--- config.mk ---
export PLATFORM = sky130hd
export DESIGN_NAME = tccs_ram
export DESIGN_NICKNAME = d
export VERILOG_FILES = /design/src/design/tccs_ram.sv
export SDC_FILE = /design/constraint.sdc
export NUM_CORES = 2
export LEC_CHECK = 0
export BUFFER_PORTS_ARGS = -buffer_cell sky130_fd_sc_hd__buf_4
export CAP_MARGIN = 10
export CORE_MARGIN = 2
export CORE_UTILIZATION = 33
export DETAILED_ROUTE_END_ITERATION = 10
export SETUP_SLACK_MARGIN = 0.3
export SLEW_MARGIN = 20
export SYNTH_ARGS = -nofsm -noshare
export SYNTH_HDL_FRONTEND = slang
export SYNTH_SLANG_ARGS = --single-unit
--- constraint.sdc ---
create_clock -name clk -period 6.1 [get_ports clk]
set_input_delay 0.61 -clock clk [delete_from_list [all_inputs] [get_ports clk]]
set_output_delay 0.61 -clock clk [all_outputs]
set_load 0.1 [all_outputs]
--- src/design/tccs_ram.sv ---
// Generic single write port, single read port RAM with registered read data.
module tccs_ram #(
  parameter int WIDTH = 8,
  parameter int DEPTH = 256
) (
  input  logic                     clk,
  input  logic                     we,
  input  logic [$clog2(DEPTH)-1:0] waddr,
  input  logic [WIDTH-1:0]         wdata,
  input  logic [$clog2(DEPTH)-1:0] raddr,
  output logic [WIDTH-1:0]         rdata
);

  logic [WIDTH-1:0] mem [DEPTH];

  always_ff @(posedge clk) begin
    if (we) begin
      mem[waddr] <= wdata;
    end
    rdata <= mem[raddr];
  end

endmodule

* Word level (Yosys, flattened, before mapping) *
Memory sizes are Yosys's and may differ from the RTL's. A register that Yosys moved wholly into a read port is not among the register bits.
Index checks and enable logic that the tools add are counted.

cells by class
  muxes and demuxes = 2

operators with widths
  operator          number
  2-to-1 mux 1 bit  2

word-level totals
  flip-flop bits (word level) = 0
  memory bits (writable) = 2048
  input port bits = 26
  output and inout bits = 8
  logic and storage cells = 3
  memories kept = 1

memory list
  name  depth  bits a word  read ports  clocked after memory_dff  write ports  line  text
  mem   256    8            1           1                         1            14    logic [WIDTH-1:0] mem [DEPTH];

* Logic depth before layout (Yosys ltp) *
  depth in word-level cells = 2
  depth in mapped cells = 11
  gate-level depth less buffers = 6

* Worst setup path after synthesis *
Ideal clock, no wire load.

  kind = input to register
  start = in raddr[0]
  end = reg rdata[2], read port of mem
  arrival time = 2.417 ns
  setup slack = 3.552 ns
  stages on the path = 9
  cell sequence = buf_6 buf_12 buf_8 buf_2 mux4_2 a22oi_1 a21oi_1 nor4_1 nor4_2

RTL lines
  what         line  text
  from (decl)  10    input logic [$clog2(DEPTH)-1:0] raddr,
  to (decl)    11    output logic [WIDTH-1:0] rdata

==> tab_implementation.tex <==
\begin{tabular}{lr}
\hline
Metric & Value \\
\hline
\multicolumn{2}{l}{\textbf{Die}} \\
Core Region & 0.2401 mm2 \\
Height of the chip & 495 um \\
Horizontal die dimension & 495 um \\
Total Die Area & 0.2450 mm2 \\
Initial standard-cell utilization of the core & 0.3314 \\
Boundary pin count & 34 \\
Std-Cell Rows & 180 \\
\multicolumn{2}{l}{\textbf{Synthesis}} \\
Proportion of synthesized chip area in sequential cells & 0.7750 \\
Unique cell type count in the Yosys netlist & 55 \\
EDFF count, synth & 2048 \\
Post-Syn Area & 0.07956 mm2 \\
Seq cells post-synth & 2056 \\
Dominant register cell in the synthesized netlist & edfxtp\_1 \\
Warnings from Yosys & 0 \\
Share of flip-flops with an asynchronous set or reset & 0 \\
Mapped Cells & 3733 \\
Total nets after synthesis & 3759 \\
Mapped Avg Cell Area & 21.31 um2 \\
\multicolumn{2}{l}{\textbf{Layout}} \\
Most common cell after layout, fill and taps aside & edfxtp\_1 \\
Count of placed standard cells in the final layout, fillers left out & 7189 \\
Layout net count & 3855 \\
Commonest non-fill, non-tap cells in the layout & edfxtp\_1 (2048), mux4\_2 (454), nor2\_1 (275) \\
Layout area overhead & 12.72\% \\
Fraction of final layout cells sized beyond drive strength 1 & 0.2183 \\
\multicolumn{2}{l}{\textbf{Worst setup path}} \\
Launching point of the worst reg2reg path & mem[100][4] \\
Total buffers and inverters traversed by the critical path & 3 \\
Cell family with the largest share of critical-path delay & compound AO/OA/AOI/OAI gates \\
Largest fanout on the critical path & 67 \\
CP max stage cell & a211oi\_1 \\
Critical Path, Cell by Cell & buf\_8, buf\_12, buf\_4, mux4\_2, nand2b\_1, a311oi\_1, o221ai\_1, a211oi\_1, nor4\_1 \\
Worst setup path startpoint & raddr[0] \\
WP data arrival & 4.43 ns \\
Type of the setup path with the least slack & in -> reg \\
Sort of element at the end of the critical path & flip-flop \\
Delay contributed by the slowest stage of the critical path & 0.91 ns \\
Worst EP required & 6.76 ns \\
Type of element launching the critical path & primary input \\
\multicolumn{2}{l}{\textbf{STA}} \\
Clk\_skew & 0.03215 ns \\
Post-route fraction of the period consumed by the critical path & 0.6177 \\
Relative slew slack & 0.1743 \\
Max Transition Viols Final & 0 \\
Endpoints failing setup & 0 \\
Total Neg Setup Slack & 0 ns \\
Slew of the pin with the lowest slew margin & 1.238 ns \\
Final hold viol count & 0 \\
RSZ-0062 raised after global routing & false \\
Upper clock frequency limit & 265.4 MHz \\
Min Tclk post-route & 3.768 ns \\
\multicolumn{2}{l}{\textbf{Route}} \\
ANT nets after route & 0 \\
Mean number of vias per cell & 5.351 \\
Number of design rule violations left after detail routing & 0 \\
Overall via count from detail\_route & 38470 \\
Iter 0 DRT Violations & 4875 \\
Routed Wire Length & 200.6 mm \\
Number of search-and-repair iterations in the first detailed-routing pass & 6 \\
Avg WL per Cell & 27.90 um \\
\multicolumn{2}{l}{\textbf{Min path}} \\
Type of the tightest min-delay check & in -> reg \\
Startpoint of the tightest hold check path & wdata[1] \\
\multicolumn{2}{l}{\textbf{Place}} \\
Post-detail-place hpwl & 119.3 mm \\
\# placed instances & 6808 \\
Final weighted congestion in routability-driven placement & 0.8196 \\
Port buffer count & 33 \\
\multicolumn{2}{l}{\textbf{Clock tree}} \\
Number of setup buffers added after CTS & 0 \\
Clk\_lat worst skew & 0.84 ns \\
Clock transition time at the flip-flop clock pins of the worst setup and hold paths & 0.06 ns \\
CTS tree & built \\
Number of clock sinks & 2056 \\
Clk buf depth & 3 \\
Total of hold buffers inserted after clock tree synthesis & 0 \\
Clock root buffer master & clkbuf\_16 \\
CTS H-Tree Depth & 4 \\
TritonCTS Buffers & 203 \\
Count of instances resized after the clock tree is built & 0 \\
\multicolumn{2}{l}{\textbf{Job}} \\
Count of max-cap constraint violations & 0 \\
\multicolumn{2}{l}{\textbf{Power and ir drop}} \\
Overall power after layout & 0.02902 W \\
Reported leakage power & 27.03 nW \\
Highest ir drop seen on vdd & 0.0002839 V \\
P per Cell Area & 323.6 mW/mm2 \\
\multicolumn{2}{l}{\textbf{Global route}} \\
Largest net degree at the start of global routing & 218 \\
Antenna violations before repair & 10 \\
Global routing usage summed across all routing layers & 0.1617 \\
Via count of the first global-routing pass & 38440 \\
Wire length of the first global-routing pass & 286.6 mm \\
Total overflow reported by the global router & 0 \\
\multicolumn{2}{l}{\textbf{Run status}} \\
Outcome & completed \\
\hline
\end{tabular}
state kept, by name, indices dropped and copies added, names as in the netlist:
register and flops:
mem 2048, rdata 8
stage by stage:
stage	util	setup WS, ns	hold slack, ns	instance area (um2)
finish	0.3735	2.332	0.1636	89670
global placement	0.3470	1.194	1.015	83320
CTS	0.3733	2.472	0.1216	89620
floorplan	-	3.552	0.7089	79560
global route	0.3735	2.268	0.1401	89660
detailed placement	0.3472	1.600	1.018	83350
layer usage:
layer / track usage / share of wire / vias to the layer above
met4: 0.04817 / 0.030 / 0
met3: 0.03191 / 0.077 / 291
met5: 0 / 0 / -
li1: - / - / 15920
met2: 0.2575 / 0.48 / 1622
met1: 0.2250 / 0.41 / 20640
cell usage after synthesis (5+ instances only):
cell	n	area [um2]
edfxtp_1	2048	61500
and2_1	6	37.54
nor3_1	22	110.1
a21oi_1	96	480.5
nor2_1	282	1059
a22oi_1	133	998.5
buf_1	22	82.58
nor4_1	24	150.1
mux4_2	454	10220
buf_2	31	155.2
o211ai_1	10	75.07
nand3_1	34	170.2
a221oi_1	13	113.9
buf_12	8	160.2
o21ai_0	10	50.05
o22a_1	5	43.79
a22o_1	8	70.07
nand2_1	33	123.9
buf_4	27	202.7
o221ai_1	46	402.9
dfxtp_1	8	160.2
mux2i_1	134	1341
nor2b_1	31	193.9
nand2b_1	8	50.05
o22ai_1	28	175.2
buf_6	21	236.5
clkbuf_1	111	416.7
a211oi_1	16	120.1
nand4_1	10	62.56
buf_8	13	195.2
path summary, 6_finish.rpt:
check	endpoint	slack (ns)	cells past startpoint
worst max register to register	rdata[4]	3.22	6
worst max-delay path	rdata[3]	2.33	9
worst min register to register	rdata[0]	1.08	6
worst min-delay path	mem[77][1]	0.16	1
where the power goes:
part / switching (W) / total, W / internal (W) / leakage [nW]
clock network: 0.00528 / 0.0119 / 0.00666 / 3.07
logic: 0.000999 / 0.00147 / 0.000473 / 5.49
registers: 0.0000270 / 0.0156 / 0.0156 / 18.5
total: 0.00631 / 0.0290 / 0.0227 / 27.0
area by class of cell:
cell class | instances | area (um2)
diodes | 5 | 12.51
fillers | 21710 | 150400
flip-flops and latches | 2056 | 61660
clock buffers | 265 | 5396
repair buffers | 124 | 1201
well taps | 3185 | 3985
multi-input cells | 1442 | 16540
inverters | 2 | 7.507
clock inverters | 110 | 874.6
cells by family (layout without fill, tap and decap cells):
kind of cell           count (synthesis)  count (layout)  synth area share
flip-flops                          2056            2056            0.7750
multiplexers                         591             591            0.1462
AND/OR/NAND/NOR                      466             466           0.02628
AO/OA/AOI/OAI                        385             385           0.03419
buffers and inverters                235             501           0.01831
other                                  0               5                 0
Power figures use the tool's default switching activity.
